File: config.mk
export PLATFORM = sky130hd
export DESIGN_NAME = adsb_airborne_position_decode_top
export DESIGN_NICKNAME = d
export VERILOG_FILES = /design/src/rtl/core/acpr_pkg.sv /design/src/rtl/core/adsb_airborne_position_decode_top.sv /design/src/rtl/core/acpr_front.sv /design/src/rtl/core/acpr_div.sv /design/src/rtl/core/acpr_back.sv
export SDC_FILE = /design/constraint.sdc
export NUM_CORES = 2
export LEC_CHECK = 0
export ABC_CLOCK_PERIOD_IN_PS = 24900
export BUFFER_PORTS_ARGS = -buffer_cell sky130_fd_sc_hd__buf_2
export CAP_MARGIN = 20
export CORE_UTILIZATION = 43
export CTS_CLUSTER_DIAMETER = 200
export CTS_CLUSTER_SIZE = 10
export DETAILED_ROUTE_END_ITERATION = 10
export GPL_ROUTABILITY_DRIVEN = 0
export PLACE_DENSITY = 0.67
export SYNTH_ARGS = -nofsm -noshare
export SYNTH_HDL_FRONTEND = slang
export SYNTH_HIERARCHICAL = 1
export SYNTH_SLANG_ARGS = --single-unit
File: constraint.sdc
create_clock -name clk -period 24.9 [get_ports clk]
set_input_delay 2.49 -clock clk [delete_from_list [all_inputs] [get_ports clk]]
set_output_delay 2.49 -clock clk [all_outputs]
set_load 0.01 [all_outputs]
File: src/rtl/core/acpr_pkg.sv
// Package for the airborne position decoder: item types, sizes and the NL zone table.
// No dependencies.
package acpr_pkg;

	localparam int NlTableSize = 58;
	localparam int DivW = 47;
	localparam logic [24:0] NlScale = 25'd17578125;

	localparam logic [4:0] TcBaroLo = 5'd9;
	localparam logic [4:0] TcBaroHi = 5'd18;
	localparam logic [4:0] TcGnssLo = 5'd20;
	localparam logic [4:0] TcGnssHi = 5'd22;

	localparam logic CfgRefLat = 1'b0;
	localparam logic CfgRefLon = 1'b1;

	localparam logic [33:0] NlLimit [NlTableSize] = '{
		34'd8700000000, 34'd8653536998, 34'd8575541621, 34'd8489166191,
		34'd8399173563, 34'd8307199445, 34'd8213956981, 34'd8119801349,
		34'd8024923213, 34'd7929428225, 34'd7833374083, 34'd7736789461,
		34'd7639684391, 34'd7542056257, 34'd7443893416, 34'd7345177442,
		34'd7245884545, 34'd7145986473, 34'd7045451075, 34'd6944242631,
		34'd6842322022, 34'd6739646774, 34'd6636171008, 34'd6531845310,
		34'd6426616523, 34'd6320427479, 34'd6213216659, 34'd6104917774,
		34'd5995459277, 34'd5884763776, 34'd5772747354, 34'd5659318756,
		34'd5544378444, 34'd5427817472, 34'd5309516153, 34'd5189342469,
		34'd5067150166, 34'd4942776439, 34'd4816039128, 34'd4686733252,
		34'd4554626723, 34'd4419454951, 34'd4280914012, 34'd4138651832,
		34'd3992256684, 34'd3841241892, 34'd3685025108, 34'd3522899598,
		34'd3353993436, 34'd3177209708, 34'd2991135686, 34'd2793898710,
		34'd2582924707, 34'd2354504487, 34'd2102939493, 34'd1818626357,
		34'd1482817437, 34'd1047047130
	};

	typedef struct packed {
		logic               status;
		logic signed [18:0] altitude;
		logic               gnss;
		logic               odd;
		logic [16:0]        yraw;
		logic [16:0]        xraw;
	} cls_t;

	typedef struct packed {
		logic [5:0]         lon_zones;
		logic [31:0]        longitude;
		logic [31:0]        latitude;
		logic               odd_frame;
		logic               altitude_gnss;
		logic signed [18:0] altitude;
		logic               status;
	} res_t;

endpackage

File: src/rtl/core/adsb_airborne_position_decode_top.sv
// ADS-B airborne position decoder top level: front classifier, queue, CPR back end, divider.
// From accept to m_tvalid: two decode passes (multiply, j, 47-step divider), NL multiply
// and search between them, output register. A wrong type code goes to the output register.
// The back end works on one transaction at a time; a waiting result holds the back end,
// the queue takes two more. Async active-low reset clears control state and both reference
// registers to zero. Uses acpr_pkg, acpr_front, acpr_div, acpr_back.
module adsb_airborne_position_decode_top import acpr_pkg::*; (
	input  logic        clk,
	input  logic        arst_n,
	input  logic        cfg_we,
	input  logic        cfg_index,
	input  logic [31:0] cfg_data,
	input  logic        s_tvalid,
	output logic        s_tready,
	input  logic [55:0] s_tdata,   // message[55:0]
	output logic        m_tvalid,
	input  logic        m_tready,
	output logic [95:0] m_tdata    // status, altitude, altitude_gnss, odd_frame,
	                               // latitude, longitude, lon_zones, 4 zero bits
);

	logic q_valid, q_pop;
	cls_t q_item;
	logic div_start, div_done;
	logic [DivW-1:0] div_dividend;
	logic [6:0] div_divisor;
	logic [31:0] div_quot;
	res_t res;

	acpr_front u_front (
		.clk(clk), .arst_n(arst_n),
		.s_tvalid(s_tvalid), .s_tready(s_tready), .s_tdata(s_tdata),
		.q_valid(q_valid), .q_item(q_item), .q_pop(q_pop)
	);

	acpr_div u_div (
		.clk(clk), .arst_n(arst_n),
		.start(div_start), .dividend(div_dividend), .divisor(div_divisor),
		.done(div_done), .quotient(div_quot)
	);

	acpr_back u_back (
		.clk(clk), .arst_n(arst_n),
		.cfg_we(cfg_we), .cfg_index(cfg_index), .cfg_data(cfg_data),
		.q_valid(q_valid), .q_item(q_item), .q_pop(q_pop),
		.div_start(div_start), .div_dividend(div_dividend), .div_divisor(div_divisor),
		.div_done(div_done), .div_quot(div_quot),
		.m_tvalid(m_tvalid), .m_tready(m_tready), .m_res(res)
	);

	assign m_tdata = {4'd0, res};

endmodule

File: src/rtl/core/acpr_front.sv
// Front end: accepts ME fields, classifies the type code, unpacks altitude and CPR words.
// Holds a two-entry queue toward the back end. Depends on acpr_pkg.
module acpr_front import acpr_pkg::*; (
	input  logic        clk,
	input  logic        arst_n,
	input  logic        s_tvalid,
	output logic        s_tready,
	input  logic [55:0] s_tdata,   // message[55:0]
	output logic        q_valid,
	output cls_t        q_item,
	input  logic        q_pop
);

	logic [7:0] b0, b1, b2, b3, b4, b5, b6;
	logic [4:0] tc;
	logic [10:0] raw11;
	logic signed [19:0] baro;
	cls_t cls;
	cls_t mem_q [2];
	logic wr_q, rd_q;
	logic [1:0] cnt_q;
	logic push;

	always_comb begin
		{b0, b1, b2, b3, b4, b5, b6} = s_tdata;
		tc = b0[7:3];
		raw11 = {b1[7:1], b2[7:4]};
		baro = $signed({9'd0, raw11}) * (b1[0] ? 20'sd25 : 20'sd100) - 20'sd1000;
		cls = '0;
		if ((tc >= TcBaroLo && tc <= TcBaroHi) || (tc >= TcGnssLo && tc <= TcGnssHi)) begin
			cls.gnss = (tc >= TcGnssLo);
			cls.altitude = cls.gnss ? $signed({7'd0, b1, b2[7:4]}) : baro[18:0];
			cls.odd = b2[2];
			cls.yraw = {b2[1:0], b3, b4[7:1]};
			cls.xraw = {b4[0], b5, b6};
		end else begin
			cls.status = 1'b1;
		end
	end

	assign s_tready = (cnt_q != 2'd2);
	assign push = s_tvalid && s_tready;
	assign q_valid = (cnt_q != 2'd0);
	assign q_item = mem_q[rd_q];

	always_ff @(posedge clk) begin
		if (push)
			mem_q[wr_q] <= cls;
	end

	always_ff @(posedge clk or negedge arst_n) begin
		if (!arst_n) begin
			wr_q <= 1'b0;
			rd_q <= 1'b0;
			cnt_q <= 2'd0;
		end else begin
			if (push)
				wr_q <= ~wr_q;
			if (q_pop)
				rd_q <= ~rd_q;
			cnt_q <= cnt_q + {1'b0, push} - {1'b0, q_pop};
		end
	end

endmodule

File: src/rtl/core/acpr_div.sv
// Restoring divider, one quotient bit per cycle, for the CPR rounding division.
// Depends on acpr_pkg.
module acpr_div import acpr_pkg::*; (
	input  logic            clk,
	input  logic            arst_n,
	input  logic            start,
	input  logic [DivW-1:0] dividend,
	input  logic [6:0]      divisor,
	output logic            done,
	output logic [31:0]     quotient
);

	logic [DivW-1:0] num_q;
	logic [6:0] rem_q, div_q;
	logic [5:0] cnt_q;
	logic busy_q, done_q;
	logic [7:0] trial;
	logic qbit;
	logic [6:0] rem_nx;

	always_comb begin
		trial = {rem_q, num_q[DivW-1]};
		qbit = (trial >= {1'b0, div_q});
		rem_nx = qbit ? 7'(trial - {1'b0, div_q}) : trial[6:0];
	end

	always_ff @(posedge clk) begin
		if (start) begin
			num_q <= dividend;
			rem_q <= '0;
			div_q <= divisor;
		end else if (busy_q) begin
			num_q <= {num_q[DivW-2:0], qbit};
			rem_q <= rem_nx;
		end
	end

	always_ff @(posedge clk or negedge arst_n) begin
		if (!arst_n) begin
			busy_q <= 1'b0;
			done_q <= 1'b0;
			cnt_q <= '0;
		end else begin
			done_q <= 1'b0;
			if (start) begin
				busy_q <= 1'b1;
				cnt_q <= 6'(DivW - 1);
			end else if (busy_q) begin
				cnt_q <= cnt_q - 6'd1;
				if (cnt_q == 6'd0) begin
					busy_q <= 1'b0;
					done_q <= 1'b1;
				end
			end
		end
	end

	assign done = done_q;
	assign quotient = num_q[31:0];

endmodule

File: src/rtl/core/acpr_back.sv
// Back end: local CPR decode of latitude and longitude, NL zone search, result register.
// Holds the reference registers; uses acpr_div through ports. Depends on acpr_pkg.
module acpr_back import acpr_pkg::*; (
	input  logic            clk,
	input  logic            arst_n,
	input  logic            cfg_we,
	input  logic            cfg_index,
	input  logic [31:0]     cfg_data,
	input  logic            q_valid,
	input  cls_t            q_item,
	output logic            q_pop,
	output logic            div_start,
	output logic [DivW-1:0] div_dividend,
	output logic [6:0]      div_divisor,
	input  logic            div_done,
	input  logic [31:0]     div_quot,
	output logic            m_tvalid,
	input  logic            m_tready,
	output res_t            m_res
);

	typedef enum logic [3:0] {
		IDLE, MUL, JCALC, DIVGO, DIVWAIT, NLMUL, NLSRCH, OUT
	} state_t;

	state_t state_q;
	cls_t item_q;
	logic signed [31:0] ref_lat_q, ref_lon_q;
	logic signed [31:0] ref_q;
	logic [16:0] cpr_q;
	logic [5:0] nz_q;
	logic lon_q;
	logic signed [39:0] prod_q;
	logic signed [8:0] j_q;
	logic [31:0] lat_q, lon_res_q;
	logic [56:0] pa_q;
	logic [5:0] lo_q, hi_q;
	logic [5:0] nl_q;
	logic out_valid_q;
	res_t res_q;

	logic signed [40:0] jsum;
	logic signed [47:0] dvd;
	logic [31:0] abs_lat;
	logic [5:0] mid;
	logic [56:0] lim;
	logic [5:0] nl_nx, nzl;
	res_t res_nx;

	always_comb begin
		jsum = 41'(prod_q) - $signed({9'd0, cpr_q, 15'd0}) + $signed(41'd1 << 31);
		dvd = 48'($signed({j_q, cpr_q, 16'd0})) + $signed({1'b0, nz_q, 41'd0})
			+ $signed({42'd0, nz_q});
		abs_lat = lat_q[31] ? 32'(~lat_q + 32'd1) : lat_q;
		mid = 6'(({1'b0, lo_q} + {1'b0, hi_q}) >> 1);
		lim = {2'b0, NlLimit[mid], 21'd0};
		nl_nx = lo_q + 6'd1;
		nzl = (nl_nx > {5'd0, item_q.odd}) ? 6'(nl_nx - {5'd0, item_q.odd}) : 6'd1;
		res_nx = '0;
		res_nx.status = item_q.status;
		if (!item_q.status) begin
			res_nx.altitude = item_q.altitude;
			res_nx.altitude_gnss = item_q.gnss;
			res_nx.odd_frame = item_q.odd;
			res_nx.latitude = lat_q;
			res_nx.longitude = lon_res_q;
			res_nx.lon_zones = nl_q;
		end
	end

	assign q_pop = (state_q == IDLE) && q_valid;
	assign div_start = (state_q == DIVGO);
	assign div_dividend = dvd[DivW-1:0];
	assign div_divisor = {nz_q, 1'b0};
	assign m_tvalid = out_valid_q;
	assign m_res = res_q;

	always_ff @(posedge clk or negedge arst_n) begin
		if (!arst_n) begin
			ref_lat_q <= '0;
			ref_lon_q <= '0;
		end else if (cfg_we) begin
			if (cfg_index == CfgRefLat)
				ref_lat_q <= cfg_data;
			else
				ref_lon_q <= cfg_data;
		end
	end

	always_ff @(posedge clk or negedge arst_n) begin
		if (!arst_n) begin
			state_q <= IDLE;
			out_valid_q <= 1'b0;
		end else begin
			if (state_q == OUT && (!out_valid_q || m_tready))
				out_valid_q <= 1'b1;
			else if (m_tready)
				out_valid_q <= 1'b0;
			case (state_q)
				IDLE: begin
					if (q_valid) begin
						item_q <= q_item;
						ref_q <= ref_lat_q;
						cpr_q <= q_item.yraw;
						nz_q <= q_item.odd ? 6'd59 : 6'd60;
						lon_q <= 1'b0;
						state_q <= q_item.status ? OUT : MUL;
					end
				end
				MUL: begin
					prod_q <= ref_q * $signed({2'b0, nz_q});
					state_q <= JCALC;
				end
				JCALC: begin
					j_q <= jsum[40:32];
					state_q <= DIVGO;
				end
				DIVGO: state_q <= DIVWAIT;
				DIVWAIT: begin
					if (div_done) begin
						if (lon_q) begin
							lon_res_q <= div_quot;
							state_q <= OUT;
						end else begin
							lat_q <= div_quot;
							state_q <= NLMUL;
						end
					end
				end
				NLMUL: begin
					pa_q <= abs_lat * NlScale;
					lo_q <= '0;
					hi_q <= 6'(NlTableSize);
					state_q <= NLSRCH;
				end
				NLSRCH: begin
					if (lo_q < hi_q) begin
						if (lim > pa_q)
							lo_q <= mid + 6'd1;
						else
							hi_q <= mid;
					end else begin
						nl_q <= nl_nx;
						nz_q <= nzl;
						ref_q <= ref_lon_q;
						cpr_q <= item_q.xraw;
						lon_q <= 1'b1;
						state_q <= MUL;
					end
				end
				OUT: begin
					if (!out_valid_q || m_tready) begin
						res_q <= res_nx;
						state_q <= IDLE;
					end
				end
				default: state_q <= IDLE;
			endcase
		end
	end

endmodule
Yosys cells after proc, flatten, opt, wreduce, memory -nomap -nowiden
Memory sizes are Yosys's and may differ from the RTL's.
Cells that the tools add are included.
W data, S select, Z words.
- register bits after elaboration: 515
- RAM bits: 112
- ROM bits: 2176
- output and inout bits: 98
- memories kept: 2
- $add $sub $neg: 14
- multiply operators: 3
- magnitude comparators: 9
- equal/unequal tests: 15
- multiplexer cells: 49
- bitwise gates (word level): 7
- reduce and logical (&&, ||, !) cells: 29
- memories (name ; words ; width ; rd ports ; clocked after memory_dff ; write ports ; line ; source):
    (no name shown) ; 64 ; 34 ; 1 ; 0 ; 0 ; acpr_back.sv:56 ; lim = {2'b0, NlLimit[mid], 21'd0};
    u_front.mem_q ; 2 ; 56 ; 1 ; 0 ; 1 ; acpr_front.sv:19 ; cls_t mem_q [2];
- operators with widths (cell ; number):
    $mux W32 ; 3
    $mux W47 ; 2
    $mux W34 ; 2
    $pmux W32 S2 ; 1
    $gt A55 B57 Y1 ; 1
    $mul A32 B25 Y57 const B ; 1
    $mux W55 ; 1
    $mux W6 ; 9
    $add A42 B47 Y47 ; 1
    $add A47 B7 Y47 ; 1
    $add A41 B33 Y41 const B ; 1
    $sub A39 B33 Y40 ; 1
    $mul A32 B7 Y39 ; 1
    $pmux W6 S2 ; 3
    $mux W17 ; 2
    $pmux W17 S2 ; 1
    $add A32 B1 Y32 const B ; 1
    $not A32 Y32 ; 1
    $pmux W4 S8 ; 1
    $reduce_and A4 Y1 ; 6
    $mul A12 B20 Y19 ; 1
    $mux W19 ; 1
    $sub A19 B11 Y19 const B ; 1
    $eq A4 B3 Y1 const B ; 4
    34 further kinds ; 79

Depth between registers and ports, before layout
- depth in word-level cells: 9
- depth in mapped cells: 34
- depth with buffers taken out: 32

Hierarchy
The synthesis kept the hierarchy.
- by module, submodules not included (module ; instances ; cells an instance ; area an instance (um^2) ; seq. area each (um^2)):
    acpr_back ; 1 ; 3694 ; 38406.8 ; 12482.0
    acpr_front ; 1 ; 523 ; 6779.0 ; 3463.3
    acpr_div ; 1 ; 281 ; 3622.2 ; 1961.9
    adsb_airborne_position_decode_top ; 1 ; 5 ; 33.8 ; 0.0

Worst setup path before layout
Ideal clock, no wire load.
- path type: input-to-reg
- start: input arst_n
- end: register u_back.res_q (netlist bit u_back/m_res[0]) (enable)
- arrival: 8.927 ns
- required time: 24.245 ns
- setup slack: 15.317 ns
- stages on the path: 2
- cells stage by stage: nand2_1 > nor3_1
- word-level cells in the longest chain between the ends: 1
- ends and longest elaborated chain (element ; line ; source):
    start: declaration ; adsb_airborne_position_decode_top.sv:9 ; input logic arst_n,
    $reduce_and A3 Y1 (no source line) ; -- ;
    end signal: assignment ; acpr_back.sv:153 ; res_q <= res_nx;
    end: declaration ; acpr_back.sv:40 ; res_t res_q;
No other way between the ends.
A chain may end at the register's enable or synchronous reset.

Worst setup path after layout
- start: register u_back.lat_q[0]
- end: register u_back.pa_q[51] (data pin)
- word-level cells in the longest chain between the ends: 4
- ends and longest elaborated chain (element ; line ; source):
    start: declaration ; acpr_back.sv:35 ; logic [31:0] lat_q, lon_res_q;
    start signal: assignment ; acpr_back.sv:125 ; lat_q <= div_quot;
    $not A32 Y32 ; acpr_back.sv:54 ; abs_lat = lat_q[31] ? 32'(~lat_q + 32'd1) : lat_q;
    $add A32 B1 Y32 ; acpr_back.sv:54 ;
    $mux W32 * ; acpr_back.sv:54 ;
    $mul A32 B25 Y57 * ; acpr_back.sv:131 ; pa_q <= abs_lat * NlScale;
    end signal: assignment ; acpr_back.sv:131 ;
    end: declaration ; acpr_back.sv:36 ; logic [56:0] pa_q;
Every way passes the cells marked *; elsewhere a longest branch is shown, timed or not.

==> flow_summary.json <==
{
  "synth_area_leaders": "edfxtp_1 (32%), fa_1 (15%), ha_1 (14%), inv_1 (4.8%), dfrtp_1 (4.1%)",
  "layout_commonest_cell": "inv_1",
  "ys_types": 91,
  "cp_data_arrival_time_ps": 10540,
  "yosysWarnings": 6,
  "cell_internal_pwr_w": 0.00331,
  "synth_edf_count": 525,
  "clock-root-buffer": "clkbuf_16",
  "p_sw_share_pct": 42.4,
  "vias": 33000,
  "synth_compound_area_share_pct": 8.91,
  "die_w_um": 339,
  "fin_crit_ps": 10160,
  "clkSinkCount": 612,
  "clock_latency_ps": 660,
  "power_frac_comb_pct": 54.8,
  "wl_mm": 117,
  "yosysSeqAreaShare_pct": 36.7,
  "syn_inst": 4503,
  "cts.path.max_buffers": 3,
  "grt_usage_pct": 20.5,
  "clkPwrFrac_pct": 16.7,
  "ys_dominant_reg_cell": "edfxtp_1",
  "pre_cts_slack_ps": 14900,
  "cp_max_fo": 10,
  "power.switching_w": 0.00244,
  "ctsResizeCount": 0,
  "placed_cells": 6042,
  "placed_area_um2": 51200,
  "cts_tree": "built",
  "grt_max_degree": 90,
  "dieArea_um2": 115000,
  "slew_headroom_pct": 26.4,
  "ir_drop_mv": 0.124,
  "coreArea_um2": 112000,
  "drt_iter0_markers": 2634,
  "stdcell_count": 6156,
  "worstMarginPinSlew_ps": 1100,
  "min_path_type": "reg2reg",
  "outcome": "finished clean",
  "cts_made_buffers": 71,
  "async_flop_share_pct": 13.1,
  "p_seq_share_pct": 28.5,
  "yosys.area_share.simple_pct": 11.3,
  "critPathKind": "reg2reg",
  "antenna_found_initial": 8,
  "drc": 0,
  "synth_xor_area_share_pct": 3.08,
  "start_kind": "flip-flop",
  "ctsHoldBuffers": 0,
  "grt_overflow": 0,
  "dr.pass1.iters": 7,
  "maxSlewViolCount": 0,
  "synth_top_family_by_area": "adder cells",
  "nets": 5617,
  "area_growth_pct": 9.17,
  "setup_viol": 0,
  "mostFrequentLayoutCells": "inv_1 (617), ha_1 (533), edfxtp_1 (525)",
  "syn_area_um2": 48800,
  "clk_pin_slew_ps": 60,
  "start_util_pct": 43.4,
  "clock-skew-final_ps": 70.0,
  "syn_area_per_cell_um2": 10.8,
  "routedWlPerCell_um": 19.0,
  "drv_cap": 0,
  "finalCritPeriodShare_pct": 40.8,
  "critPathRequiredTime_ps": 25280,
  "grt_pass1_vias": 33700,
  "fin_setup_tns_ps": 0,
  "seq_area_um2": 17900,
  "synth_top_area_share_pct": 32.3,
  "worst_slack_ps": 14740,
  "fp.dieH_um": 339,
  "portBuffers": 183,
  "fillers": 10100,
  "power.density_nw_per_um2": 108,
  "cpPeakStageDelay_ps": 960,
  "hold_viol_final": 0,
  "placementRows": 123,
  "synth.area.mux_share_pct": 4.06,
  "leakage_nw": 23.7,
  "pin_count": 192,
  "fin_area_um2": 53300,
  "yosys_register_bits": 612,
  "synth_area_leader_cell": "edfxtp_1",
  "htreeDepth": 3,
  "crit_path_top_delay_cell": "o41ai_1",
  "drive_above_1_share_pct": 11.9,
  "power_w": 0.00575,
  "viasPerCell": 5.36,
  "fmax_ghz": 0.0985,
  "critPathCaptureType": "flip-flop",
  "postCtsSetupRepairBufs": 0,
  "dp_hpwl_mm": 87.8,
  "synthAdderAreaFrac_pct": 28.9,
  "multi_input_area_um2": 27700,
  "grt_pass1_wl_mm": 187,
  "antenna_left": 0,
  "rsz0062_at_grt": "no",
  "n_antenna_cell": 0
}
[final timing paths]
kind | end | from | slack, ps | depth (start not counted)
worst max-delay path | u_back/pa_q[51]$_DFFE_PP_ | u_back/lat_q[0]$_DFFE_PP_ | 14740 | 30
min in group asynchronous | u_back/ref_lat_q[28]$_DFFE_PN0P_ | arst_n | 1710 | 1
max in group asynchronous | u_front/rd_q$_DFFE_PN0P_ | arst_n | 21970 | 2
worst max register to register | u_back/pa_q[51]$_DFFE_PP_ | u_back/lat_q[0]$_DFFE_PP_ | 14740 | 30
worst min-delay path | u_back/lat_q[0]$_DFFE_PP_ | u_div/num_q[0]$_DFFE_PP_ | 480 | 0
worst min register to register | u_back/lat_q[0]$_DFFE_PP_ | u_div/num_q[0]$_DFFE_PP_ | 480 | 0
[cells in the mapped netlist, types with 7 or more instances]
master / number
mux2i_1: 8
a311oi_1: 9
or2_2: 10
a221oi_1: 10
o22ai_1: 8
o221ai_1: 7
buf_1: 19
edfxtp_1: 525
a31oi_1: 34
mux2_2: 169
nor4_1: 9
nand2b_1: 33
and3_1: 17
nor2b_1: 114
xnor2_1: 119
fa_1: 373
a21o_1: 96
dfxtp_1: 7
a21oi_1: 190
nand4_1: 34
or3_1: 10
and2_1: 157
o21ai_0: 119
o211ai_1: 17
nor2_1: 164
ha_1: 533
xor2_1: 53
o21bai_1: 22
o311ai_0: 9
dfrtp_1: 80
o31ai_1: 22
nor3_1: 47
nand3_1: 50
buf_4: 62
o21a_1: 16
clkbuf_1: 131
nor3b_1: 19
nand2_1: 434
a41oi_1: 7
inv_1: 620
a211oi_1: 27
[metal layers]
| layer | GRT usage [%] | up-vias | wire length (um) |
|---|---|---|---|
| li1 | - | 15400 | - |
| met1 | 27.8 | 16200 | 51400 |
| met2 | 33.8 | 1095 | 54900 |
| met3 | 3.30 | 238 | 7300 |
| met4 | 6.17 | 0 | 3450 |
| met5 | 0 | - | 0 |
[layout make-up]
type	instances	share of cell area, %
Clock buffer	104	3.56
Timing Repair Buffer	243	2.63
Inverter	623	4.39
Sequential cell	612	33.6
Clock inverter	8	0.366
Tap cell	1500	3.52
Multi-Input combinational cell	3066	51.9
[cells by family after synthesis]
kind of cell,Yosys count
AOI/OAI and AO/OA,664
and+or+nand+nor,1124
buffers and inverters,844
adders and majority gates,906
muxes,177
xor gates and xnor gates,172
DFF,612
other,4
[critical path, delay by kind of cell, from the launching register on]
| family | cells | cell delay (ps) |
|---|---|---|
| adders and majority gates | 8 | 3440 |
| and+or+nand+nor | 8 | 2550 |
| AOI/OAI and AO/OA | 6 | 2130 |
| buffers and inverters | 6 | 680 |
| DFF | 1 | 660 |
| xor gates and xnor gates | 2 | 380 |
[flip-flops by register name (all words and copies together) (netlist names), 9 cells and up]
name              flops
u_div/num_q          47
u_back/m_res         92
u_front/mem_q       112
u_back/lat_q         32
u_back/prod_q        24
u_back/cpr_q         17
u_back/j_q            9
u_back/item_q        39
u_back/ref_lat_q     32
u_back/pa_q          57
u_back/ref_q         32
u_back/ref_lon_q     32
u_back/lon_res_q     32
[power by group through the flow]
stage | combinational (W) | clock (W) | sequential (W)
global placement | 0.00305 | 0 | 0.00165
floorplan | 0.00243 | 0 | 0.00158
global route | 0.00351 | 0.00103 | 0.00166
finish | 0.00315 | 0.000960 | 0.00164
detailed placement | 0.00310 | 0 | 0.00165
CTS | 0.00313 | 0.000987 | 0.00164
[per-stage QoR]
stage | utilization, % | hold WS, ps
after floorplan | - | 424
after global placement | 45.5 | 460
after detailed placement | 45.5 | 467
after CTS | 47.4 | 477
after global routing | 47.4 | 499
final | 47.4 | 477
(Power assumes the default switching activity.)
